**config.mk**
```make
export PLATFORM = sky130hd
export DESIGN_NAME = sink_window_slot_manager_core
export DESIGN_NICKNAME = d
export VERILOG_FILES = /design/src/hw/rtl/swsm_pkg.sv /design/src/hw/rtl/sink_window_slot_manager_core.sv
export SDC_FILE = /design/constraint.sdc
export NUM_CORES = 1
export LEC_CHECK = 0
export BUFFER_PORTS_ARGS = -buffer_cell sky130_fd_sc_hd__buf_2
export CORE_MARGIN = 1
export CORE_UTILIZATION = 53
export DETAILED_ROUTE_END_ITERATION = 12
export GPL_TIMING_DRIVEN = 0
export PLACE_DENSITY = 0.79
export SLEW_MARGIN = 20
export SYNTH_ARGS = -nofsm -noshare
export SYNTH_HDL_FRONTEND = slang
export SYNTH_SLANG_ARGS = --single-unit
```
**constraint.sdc**
```tcl
create_clock -name clk_i -period 5.4 [get_ports clk_i]
set_clock_uncertainty 0.15 [all_clocks]
set_input_delay 0.54 -clock clk_i [delete_from_list [all_inputs] [get_ports clk_i]]
set_output_delay 0.54 -clock clk_i [all_outputs]
set_load 0.05 [all_outputs]
```
**src/hw/rtl/swsm_pkg.sv**
```systemverilog
// Shared constants for the sink/window slot manager: capacities, field widths,
// command codes and register indexes.
// Depends on nothing; modules refer to it by scoped names.
package swsm_pkg;

  localparam int unsigned MaxSink   = 16;
  localparam int unsigned MaxWindow = 1024;

  localparam int unsigned SinkW  = 5;   // sink length and sink fill
  localparam int unsigned WinW   = 11;  // window length and ring fill
  localparam int unsigned IdxW   = 10;  // ring index and physical index
  localparam int unsigned SlotW  = 11;  // assigned logical slot
  localparam int unsigned OccW   = 11;  // occupancy
  localparam int unsigned WordW  = 32;  // position and queried slot
  localparam int unsigned KindW  = 2;

  localparam int unsigned InDataW  = 64;
  localparam int unsigned OutDataW = 40;
  localparam int unsigned AddrW    = 3;
  localparam int unsigned ApbW     = 32;

  localparam logic [KindW-1:0] KindAppend = 2'd0;
  localparam logic [KindW-1:0] KindGet    = 2'd1;
  localparam logic [KindW-1:0] KindEvict  = 2'd2;
  localparam logic [KindW-1:0] KindReset  = 2'd3;

  // Register selects, taken from address bit 2 (word registers at 0 and 4).
  localparam logic RegSinkLength   = 1'b0;
  localparam logic RegWindowLength = 1'b1;

  localparam logic [SinkW-1:0] SinkLengthReset   = 5'd4;
  localparam logic [WinW-1:0]  WindowLengthReset = 11'd1020;

endpackage

```
**src/hw/rtl/sink_window_slot_manager_core.sv**
```systemverilog
// Slot manager for a key/value cache with a fixed sink region and a ring window.
// Uses swsm_pkg for widths, command codes and register selects.
//
// Usage: commands arrive on the s_axis channel (tuser carries the command kind,
// tdata the sequence position and the queried logical slot). Each command gives
// exactly one result transfer on the m_axis channel: tuser is the status flag,
// tdata holds region, physical index, assigned slot and occupancy.
// A command is taken into an input register, evaluated by one pass of compare,
// add and conditional-wrap logic on the small counters, and the result and the
// new counter values are registered together. A result is offered from the
// result register once its command has left the input register; one command is
// taken every cycle unless the output stalls, since the counters updated by one
// command are ready for the next.
// When the receiver stalls, the result register holds its transfer and the
// input register holds one more command; tready on the input drops only when
// both are occupied and m_axis_tready is low.
// Reset empties both pipeline registers, clears the sink fill, ring head and
// ring fill, and loads sink_length = 4 and window_length = 1020.
// The user writes the APB port (sink_length 0x0, window_length 0x4) only while
// no command is in flight, unenforced; a window_length write empties the window.
module sink_window_slot_manager_core (
  input  logic                         clk_i,
  input  logic                         rst_ni,
  // Command stream
  input  logic                         s_axis_tvalid,
  output logic                         s_axis_tready,
  // [31:0] seq_position, [63:32] logical_slot
  input  logic [swsm_pkg::InDataW-1:0] s_axis_tdata,
  // [1:0] kind
  input  logic [swsm_pkg::KindW-1:0]   s_axis_tuser,
  // Result stream
  output logic                         m_axis_tvalid,
  input  logic                         m_axis_tready,
  // [0] in_window, [10:1] phys_index, [21:11] slot_out, [32:22] occupancy,
  // [39:33] zero
  output logic [swsm_pkg::OutDataW-1:0] m_axis_tdata,
  // [0] status
  output logic                         m_axis_tuser,
  // Configuration
  input  logic                         psel,
  input  logic                         penable,
  input  logic                         pwrite,
  input  logic [swsm_pkg::AddrW-1:0]   paddr,
  input  logic [swsm_pkg::ApbW-1:0]    pwdata,
  output logic [swsm_pkg::ApbW-1:0]    prdata,
  output logic                         pready
);

  localparam int unsigned SinkW = swsm_pkg::SinkW;
  localparam int unsigned WinW  = swsm_pkg::WinW;
  localparam int unsigned IdxW  = swsm_pkg::IdxW;
  localparam int unsigned WordW = swsm_pkg::WordW;
  localparam int unsigned SumW  = WinW + 1;

  // Configuration registers
  logic [SinkW-1:0] sink_length_q;
  logic [WinW-1:0]  window_length_q;

  // Cache bookkeeping
  logic [SinkW-1:0] sink_fill_q, sink_fill_d;
  logic [IdxW-1:0]  ring_head_q, ring_head_d;
  logic [WinW-1:0]  ring_fill_q, ring_fill_d;

  // Input register
  logic                         in_valid_q;
  logic [swsm_pkg::KindW-1:0]   kind_q;
  logic [WordW-1:0]             pos_q;
  logic [WordW-1:0]             slot_q;

  // Result register
  logic             out_valid_q;
  logic             status_q, status_d;
  logic             in_window_q, in_window_d;
  logic [IdxW-1:0]  phys_q, phys_d;
  logic [swsm_pkg::SlotW-1:0] slot_out_q, slot_out_d;
  logic [swsm_pkg::OccW-1:0]  occ_q, occ_d;

  logic advance, step, cfg_wr;
  logic [SinkW-1:0] s_eff;
  logic [WinW-1:0]  w_eff;
  logic [SumW-1:0]  tail_sum, head_inc_sum, get_sum;
  logic [IdxW-1:0]  tail_idx, head_inc_idx, get_idx;
  logic [WordW-1:0] slot_rel;
  logic             get_in_sink, get_in_ring, pos_in_sink;

  assign pready = 1'b1;
  assign cfg_wr = psel & penable & pwrite & pready;

  assign prdata = (paddr[2] == swsm_pkg::RegWindowLength)
                ? {{(swsm_pkg::ApbW-WinW){1'b0}}, window_length_q}
                : {{(swsm_pkg::ApbW-SinkW){1'b0}}, sink_length_q};

  assign advance       = ~out_valid_q | m_axis_tready;
  assign step          = in_valid_q & advance;
  assign s_axis_tready = ~in_valid_q | advance;

  // Effective sizes: the sink is capped, the window is clamped to 1..MaxWindow.
  always_comb begin
    s_eff = (sink_length_q > SinkW'(swsm_pkg::MaxSink)) ? SinkW'(swsm_pkg::MaxSink)
                                                        : sink_length_q;
    if (window_length_q == '0) begin
      w_eff = WinW'(1);
    end else if (window_length_q > WinW'(swsm_pkg::MaxWindow)) begin
      w_eff = WinW'(swsm_pkg::MaxWindow);
    end else begin
      w_eff = window_length_q;
    end
  end

  // Ring arithmetic. The head stays below the window and the fill at or below
  // it, so every sum used is below twice the window; one subtraction wraps it.
  always_comb begin
    tail_sum     = {2'b00, ring_head_q} + {1'b0, ring_fill_q};
    tail_sum     = (tail_sum >= {1'b0, w_eff}) ? tail_sum - {1'b0, w_eff} : tail_sum;
    tail_idx     = tail_sum[IdxW-1:0];

    head_inc_sum = {2'b00, ring_head_q} + SumW'(1);
    head_inc_sum = (head_inc_sum >= {1'b0, w_eff}) ? head_inc_sum - {1'b0, w_eff}
                                                   : head_inc_sum;
    head_inc_idx = head_inc_sum[IdxW-1:0];

    slot_rel     = slot_q - {{(WordW-SinkW){1'b0}}, s_eff};
    get_sum      = {2'b00, ring_head_q} + {1'b0, slot_rel[WinW-1:0]};
    get_sum      = (get_sum >= {1'b0, w_eff}) ? get_sum - {1'b0, w_eff} : get_sum;
    get_idx      = get_sum[IdxW-1:0];

    get_in_sink  = slot_q < {{(WordW-SinkW){1'b0}}, sink_fill_q};
    get_in_ring  = (slot_q >= {{(WordW-SinkW){1'b0}}, s_eff})
                 && (slot_rel < {{(WordW-WinW){1'b0}}, ring_fill_q});
    pos_in_sink  = pos_q < {{(WordW-SinkW){1'b0}}, s_eff};
  end

  // One command against the current counters.
  always_comb begin
    sink_fill_d = sink_fill_q;
    ring_head_d = ring_head_q;
    ring_fill_d = ring_fill_q;
    status_d    = 1'b0;
    in_window_d = 1'b0;
    phys_d      = '0;
    slot_out_d  = '0;
    case (kind_q)
      swsm_pkg::KindAppend: begin
        if (pos_in_sink) begin
          phys_d     = IdxW'(pos_q[SinkW-1:0]);
          slot_out_d = swsm_pkg::SlotW'(pos_q[SinkW-1:0]);
          if (pos_q[SinkW-1:0] >= sink_fill_q) begin
            sink_fill_d = pos_q[SinkW-1:0] + SinkW'(1);
          end
        end else begin
          in_window_d = 1'b1;
          if (ring_fill_q < w_eff) begin
            phys_d      = tail_idx;
            ring_fill_d = ring_fill_q + WinW'(1);
          end else begin
            // Full window: the oldest entry is overwritten.
            phys_d      = ring_head_q;
            ring_head_d = head_inc_idx;
          end
          slot_out_d = swsm_pkg::SlotW'(s_eff) + swsm_pkg::SlotW'(phys_d);
        end
      end
      swsm_pkg::KindGet: begin
        if (get_in_sink) begin
          phys_d = IdxW'(slot_q[SinkW-1:0]);
        end else if (get_in_ring) begin
          in_window_d = 1'b1;
          phys_d      = get_idx;
        end else begin
          status_d = 1'b1;
        end
      end
      swsm_pkg::KindEvict: begin
        if (ring_fill_q != '0) begin
          ring_head_d = head_inc_idx;
          ring_fill_d = ring_fill_q - WinW'(1);
        end
      end
      swsm_pkg::KindReset: begin
        ring_head_d = '0;
        ring_fill_d = '0;
      end
      default: begin
        status_d = 1'b0;
      end
    endcase
    occ_d = swsm_pkg::OccW'(sink_fill_d) + ring_fill_d;
  end

  always_ff @(posedge clk_i or negedge rst_ni) begin
    if (!rst_ni) begin
      sink_length_q   <= swsm_pkg::SinkLengthReset;
      window_length_q <= swsm_pkg::WindowLengthReset;
      sink_fill_q     <= '0;
      ring_head_q     <= '0;
      ring_fill_q     <= '0;
      in_valid_q      <= 1'b0;
      out_valid_q     <= 1'b0;
    end else begin
      if (s_axis_tready) begin
        in_valid_q <= s_axis_tvalid;
      end
      if (advance) begin
        out_valid_q <= in_valid_q;
      end
      if (step) begin
        sink_fill_q <= sink_fill_d;
        ring_head_q <= ring_head_d;
        ring_fill_q <= ring_fill_d;
      end
      if (cfg_wr) begin
        if (paddr[2] == swsm_pkg::RegWindowLength) begin
          window_length_q <= pwdata[WinW-1:0];
          ring_head_q     <= '0;
          ring_fill_q     <= '0;
        end else begin
          sink_length_q <= pwdata[SinkW-1:0];
        end
      end
    end
  end

  always_ff @(posedge clk_i) begin
    if (s_axis_tready && s_axis_tvalid) begin
      kind_q <= s_axis_tuser;
      pos_q  <= s_axis_tdata[WordW-1:0];
      slot_q <= s_axis_tdata[2*WordW-1:WordW];
    end
    if (step) begin
      status_q    <= status_d;
      in_window_q <= in_window_d;
      phys_q      <= phys_d;
      slot_out_q  <= slot_out_d;
      occ_q       <= occ_d;
    end
  end

  assign m_axis_tvalid = out_valid_q;
  assign m_axis_tuser  = status_q;
  assign m_axis_tdata  = {7'b0, occ_q, slot_out_q, phys_q, in_window_q};

`ifndef SYNTHESIS
  a_fill_le_window: assert property (@(posedge clk_i) disable iff (!rst_ni)
    ring_fill_q <= w_eff)
    else $error("ring fill exceeds the effective window");

  a_head_lt_window: assert property (@(posedge clk_i) disable iff (!rst_ni)
    ring_head_q < IdxW'(w_eff - WinW'(1)) + IdxW'(1) || w_eff == WinW'(swsm_pkg::MaxWindow))
    else $error("ring head outside the effective window");

  a_sink_fill_cap: assert property (@(posedge clk_i) disable iff (!rst_ni)
    sink_fill_q <= SinkW'(swsm_pkg::MaxSink))
    else $error("sink fill above sink capacity");

  a_occ_matches: assert property (@(posedge clk_i) disable iff (!rst_ni)
    (step && !cfg_wr) |=> occ_q == swsm_pkg::OccW'(sink_fill_q) + ring_fill_q)
    else $error("reported occupancy differs from the counters");

  a_invalid_clean: assert property (@(posedge clk_i) disable iff (!rst_ni)
    (out_valid_q && status_q) |-> (!in_window_q && phys_q == '0 && slot_out_q == '0))
    else $error("invalid get carries non-zero fields");
`endif

endmodule
```
; Word level (Yosys, flattened, before mapping)
; Index checks and enable logic that the tools add are counted.
[totals]
ff_bits = 144
input_bits = 108
output_inout_bits = 76
word_cells = 98
[op_classes]
add_sub_neg = 12
magnitude_cmp = 11
eq_ne = 3
mux = 37
n_bitwise = 10
reduce_logical = 9
[ops]
columns = op, count
row1 = 10-bit two-way mux, 15
row2 = 11-bit two-way mux, 9
row3 = 32-bit by 5-bit less-than comparator with 1-bit output, 2
row4 = 11-bit one-hot mux with 3 select lines, 1
row5 = 32-bit by 5-bit greater-or-equal comparator with 1-bit output, 1
row6 = 32-bit by 11-bit less-than comparator with 1-bit output, 1
row7 = 32-bit by 5-bit subtractor with 32-bit output, 1
row8 = 10-bit one-hot mux with 3 select lines, 1
row9 = 10-bit subtractor, 3
row10 = 5-bit two-way mux, 5
row11 = 10-bit by 11-bit adder with 12-bit output, 2
row12 = 12-bit by 11-bit greater-or-equal comparator with 1-bit output, 2
row13 = 10-bit one-hot mux with 2 select lines, 1
row14 = "10-bit by 1-bit adder with 11-bit output, second input constant", 1
row15 = "11-bit by 1-bit adder with 11-bit output, second input constant", 1
row16 = 5-bit by 10-bit adder with 11-bit output, 1
row17 = 5-bit by 11-bit adder with 11-bit output, 1
row18 = 11-bit greater-or-equal comparator, 1
row19 = "11-bit greater-than comparator, second input constant", 1
row20 = 11-bit zero test, 1
row21 = 11-bit less-than comparator, 1
row22 = 11-bit nonzero test, 1
row23 = "11-bit by 1-bit subtractor with 11-bit output, second input constant", 1
row24 = "5-bit by 1-bit adder with 5-bit output, second input constant", 1
row25 = 13 further kinds, 27

; Longest topological paths before layout
[logic_depth]
word_depth = 11
depth_mapped = 25
depth_no_buf = 24

; Worst setup path after synthesis
; OpenSTA, ideal clock, no wires.
[synth_path]
kind = flip-flop to flip-flop
startpoint = register ring_head_q[0]
endpoint = register slot_out_q[9] (netlist bit) (data pin)
setup_ns = 0.268
arrival_time_ns = 5.282
t_required_ns = 4.982
setup_slack_ns = -0.301
path_stages_with_launch = 23
path_buffers = 1
period_less_slack_ns = 5.701
path_cell_list = dfrtp_1 > ha_1 > fa_1 > a21o_1 > a221o_1 > or2_2 > xor2_1 > ha_1 > nand4_1 > a21oi_1 > a2111oi_0 > o21ai_0 > clkbuf_1 > o21ai_0 > a31o_2 > ha_1 > a21o_1 > a21oi_1 > o21ai_0 > o2111a_1 > nor3_1 > nor4b_1 > mux2i_1
[synth_via]
elab_chain_cells = 7
elab_cells_between_ends = 8
classes_between = add/sub: 3 / order compare: 1 / mux: 4
[synth_lines]
columns = element, line
row1 = from (decl), sink_window_slot_manager_core.sv:61  ; logic [IdxW-1:0] ring_head_q, ring_head_d;
row2 = from (signal assigned), sink_window_slot_manager_core.sv:208  ; ring_head_q <= ring_head_d;
row3 = 10-bit by 11-bit adder with 12-bit output, sink_window_slot_manager_core.sv:113  ; tail_sum = {2'b00, ring_head_q} + {1'b0, ring_fill_q};
row4 = 10-bit subtractor or 12-bit by 11-bit greater-or-equal comparator with 1-bit output (tied branches), sink_window_slot_manager_core.sv:114  ; tail_sum = (tail_sum >= {1'b0, w_eff}) ? tail_sum - {1'b0, w_eff} : tail_sum;
row5 = 10-bit two-way mux, sink_window_slot_manager_core.sv:114
row6 = 10-bit two-way mux (*), sink_window_slot_manager_core.sv:152  ; if (ring_fill_q < w_eff) begin
row7 = 10-bit two-way mux (*), sink_window_slot_manager_core.sv:144  ; if (pos_in_sink) begin
row8 = 10-bit two-way mux (*), sink_window_slot_manager_core.sv:142  ; case (kind_q)
row9 = 5-bit by 10-bit adder with 11-bit output (*), sink_window_slot_manager_core.sv:160  ; slot_out_d = swsm_pkg::SlotW'(s_eff) + swsm_pkg::SlotW'(phys_d);
row10 = to (signal assigned), sink_window_slot_manager_core.sv:233  ; slot_out_q <= slot_out_d;
row11 = to (decl), sink_window_slot_manager_core.sv:75  ; logic [swsm_pkg::SlotW-1:0] slot_out_q, slot_out_d;
; Mark *: on every way between the ends. The rest lies on a longest branch, timed or not. The select of a mux whose other input is x is not followed.
; A chain may end at the register's enable or synchronous reset.

; Final worst setup path
[layout_path]
startpoint = register ring_fill_q[0]
endpoint = register slot_out_q[9] (netlist bit) (data pin)
[layout_via]
elab_chain_cells = 7
elab_cells_between_ends = 9
classes_between = add/sub: 3 / order compare: 2 / mux: 4
[layout_lines]
columns = element, line
row1 = from (decl), sink_window_slot_manager_core.sv:62  ; logic [WinW-1:0] ring_fill_q, ring_fill_d;
row2 = from (signal assigned), sink_window_slot_manager_core.sv:209  ; ring_fill_q <= ring_fill_d;
row3 = 10-bit by 11-bit adder with 12-bit output, sink_window_slot_manager_core.sv:113
row4 = 10-bit subtractor or 12-bit by 11-bit greater-or-equal comparator with 1-bit output (tied branches), sink_window_slot_manager_core.sv:114
row5 = 10-bit two-way mux, sink_window_slot_manager_core.sv:114
row6 = 10-bit two-way mux (*), sink_window_slot_manager_core.sv:152
row7 = 10-bit two-way mux (*), sink_window_slot_manager_core.sv:144
row8 = 10-bit two-way mux (*), sink_window_slot_manager_core.sv:142
row9 = 5-bit by 10-bit adder with 11-bit output (*), sink_window_slot_manager_core.sv:160
; Marked as above.

==> metrics.txt <==
status finished with violations; failing checks hold timing, setup timing; I/O pins 184; unrepaired setup endpoints after global routing yes; Net count, final 1673; # fillers 1524; Clock Tree Root clkbuf_16; Skew-Pair Late Insertion Delay 0.44 ns; Num CTS Buffers 17; Post-synth EDFFs 100; CTS Hold Bufs 0; post-synth top area cell edfxtp_1; first-pass GRT wire length 52600 um; Yosys warning count 0; pin count of the biggest net entering global routing 64; Residual DRC 0; DRT Pass-1 Iters 5; Cells after DPL 1634; register area 0.00413 mm2; Crit. path cell count 23; Cell variety after synth 82; die area 0.0217 mm2; number of diodes 0; Final Cycle Share 1.07; Crit Reg-Reg Startpoint ring_fill_q[0]$_DFF_PN0_; Top Family by Delay on Critical Path compound AO/OA/AOI/OAI gates; TNS Setup -2.65 ns; total detailed-routing wirelength 35400 um; total vias in the final route 10600; Arr. time, crit path 5.89 ns; Post-Syn Area 0.0112 mm2; crit path launch ring_fill_q[0]$_DFF_PN0_; CP peak stage delay 0.43 ns; Setup CP Type flop to flop; die height 147 um; Clock Tree Buf Depth 2; Buf/Inv on CP 1; Final Setup Violations 18; Die X 147 um; vias in the first global route 9995; Worst-Margin Slew 1.16 ns; Setup crit end slot_out_q[9]$_SDFFCE_PN0P_; fin cells 1730; setup slack, reg-to-reg -0.35 ns; CP Capture Type flop; initial antenna violation count 1; Worst Path Required 5.53 ns; Buffers on Ports 131; WHS -0.0302 ns; Fmax 0.174 GHz; synth top area cells edfxtp_1, ha_1, dfrtp_1; post-synthesis sequential area ratio 0.367; most common cell after layout, fill and taps aside buf_2; CTS tree yes; Crit Path Max Fanout 4; htree depth 4; most frequent cells in the layout buf_2, nand2_1, ha_1; Avg Inst Size Synth 9.31 um2; area delta synth->final 26.7%; Routed wire per std cell 20.5 um; Reg clk slew, reported paths 0.07 ns; final period demand of the worst path 5.75 ns; Worst VDD drop 0.000320 V; Iteration-0 DRC Markers 1174; CTS Sinks 144; fin. max-slew vios 0; FP Rows 52; gpl congestion 0.968; synthesized flop and latch total 144; Setup WS pre-CTS -1.11 ns; Reg2Reg Depth 23; dominant synthesized flop cell edfxtp_1; synthesized instance count 1204; Leak 6.20 nW; Post-synth ARST share 0.306; Starting Density 0.547; Max-Cap Viols 0; gr usage total 0.317; Core Footprint 0.0205 mm2; R2R Path End slot_out_q[9]$_SDFFCE_PN0P_; final core utilization 0.693; startpoint class of the critical path flop; P per Cell Area 674 mW/mm2; slew margin rel. 0.220; top cell type's share of synthesized area 0.268; Final ANT Viol Nets 0; final worst setup slack -0.354 ns; layout cells sized above 1 0.277; Multi-input gate area 0.00726 mm2; crit-path cells ha_4 > fa_2 > a21o_1 > a221o_1 > o41ai_4 > xnor2_2 > ha_1 > nand4_1 > nor2_1 > a211o_1 > a221oi_2 > buf_4 > o21ai_4 > o21ai_0 > a31oi_2 > ha_1 > a21oi_4 > o21ai_4 > nand3_2 > nor3_4 > nor3_4 > nor4b_2 > mux2i_1; Overflow after GRT 0; Hold/Removal Path Class input port to asynchronous set/reset pin; final hold vios 35; Final HPWL DP 25200 um; drt via density 6.14; Critical-path top delay cell dfrtp_1
through the flow:
stage	power (W)	instance area, um2	hold WS (ns)
floorplan	0.00548	11300	0.0944
global placement	0.00657	12300	0.320
detailed placement	0.00666	12400	0.320
CTS	0.00872	13700	0.121
global route	0.0101	14200	0.0126
finish	0.00957	14200	-0.0302
cell families (layout without fill, tap and decap cells):
logic type	after synthesis	in the layout	synth area share
muxes	32	32	0.0299
adders and majority gates	118	118	0.137
other	2	29	0.000670
DFF	144	144	0.367
xor gates and xnor gates	72	72	0.0562
and+or+nand+nor	395	395	0.173
buffers and inverters	134	363	0.0557
AOI/OAI and AO/OA	307	307	0.180
registers in the layout, summed over array words and instances, names as in the netlist:
name / cells
slot_q: 32
in_valid_q: 1
window_length_q: 11
phys_q: 10
sink_length_q: 5
slot_out_q: 11
m_axis_tvalid: 1
in_window_q: 1
kind_q: 2
m_axis_tuser: 1
ring_fill_q: 11
ring_head_q: 10
pos_q: 32
sink_fill_q: 5
occ_q: 11
power by group:
| part | leakage (nW) | internal (W) | switching (W) | total [W] |
|---|---|---|---|---|
| Combinational | 4.40 | 0.00289 | 0.00381 | 0.00670 |
| Clock | 0.298 | 0.000631 | 0.000599 | 0.00123 |
| Sequential | 1.50 | 0.00142 | 0.000223 | 0.00164 |
what timing repair did:
action                     in CTS  in global routing
gates resized for setup        90                 55
buffers inserted               34                 32
pin swaps                      15                 35
setup endpoints to repair      26                 25
Yosys cell counts, types with 7 or more instances:
library cell	count
nand2_1	124
ha_1	110
edfxtp_1	100
nor2_1	81
a21oi_1	80
o21ai_0	62
inv_1	61
xnor2_1	46
clkbuf_1	38
dfrtp_1	35
nand3_1	32
nor3_1	32
buf_4	30
xor2_1	26
a21o_1	25
mux2i_1	20
nand4_1	18
nor2b_1	17
nor4_1	17
and2_1	14
a211oi_1	13
a31oi_1	13
o21a_1	13
mux2_2	12
nand2b_1	12
and3_1	9
dfstp_2	9
o211ai_1	9
fa_1	8
o21bai_1	8
or3_1	8
a2bb2oi_1	7
o22ai_1	7
o31ai_1	7
worst min-delay path by stage:
stage / startpoint / endpoint / slack (ns) / cells past startpoint
6_report: rst_ni / ring_fill_q[5]$_DFF_PN0_ / -0.03 / 1
5_1_grt: rst_ni / sink_fill_q[1]$_DFFE_PN0P_ / 0.01 / 1
4_1_cts: s_axis_tdata[37] / slot_q[5]$_DFFE_PP_ / 0.12 / 1
3_5_place_dp: window_length_q[5]$_DFFE_PN1P_ / window_length_q[5]$_DFFE_PN1P_ / 0.32 / 2
3_3_place_gp: window_length_q[3]$_DFFE_PN1P_ / window_length_q[3]$_DFFE_PN1P_ / 0.32 / 2
2_1_floorplan: rst_ni / in_valid_q$_DFFE_PN0N_ / 0.09 / 0
final cells by class:
| class | instances | area share |
|---|---|---|
| multi-input combinational | 953 | 0.511 |
| sequential | 144 | 0.290 |
| timing repair buffer | 198 | 0.0871 |
| clock buffer | 17 | 0.0299 |
| buffer | 69 | 0.0277 |
| tap | 270 | 0.0238 |
| inverter | 64 | 0.0171 |
| clock inverter | 15 | 0.0133 |
routing by layer:
| layer | vias to the layer above | wire length (um) | part of all wire | GRT usage |
|---|---|---|---|---|
| met5 | - | 13 | 0.00037 | 0 |
| met4 | 2 | 1960 | 0.055 | 0.154 |
| met3 | 150 | 2950 | 0.083 | 0.0491 |
| met2 | 612 | 16400 | 0.46 | 0.522 |
| met1 | 4991 | 14100 | 0.40 | 0.409 |
| li1 | 4871 | - | - | - |
Note: power is estimated with default switching activity, not from simulation.
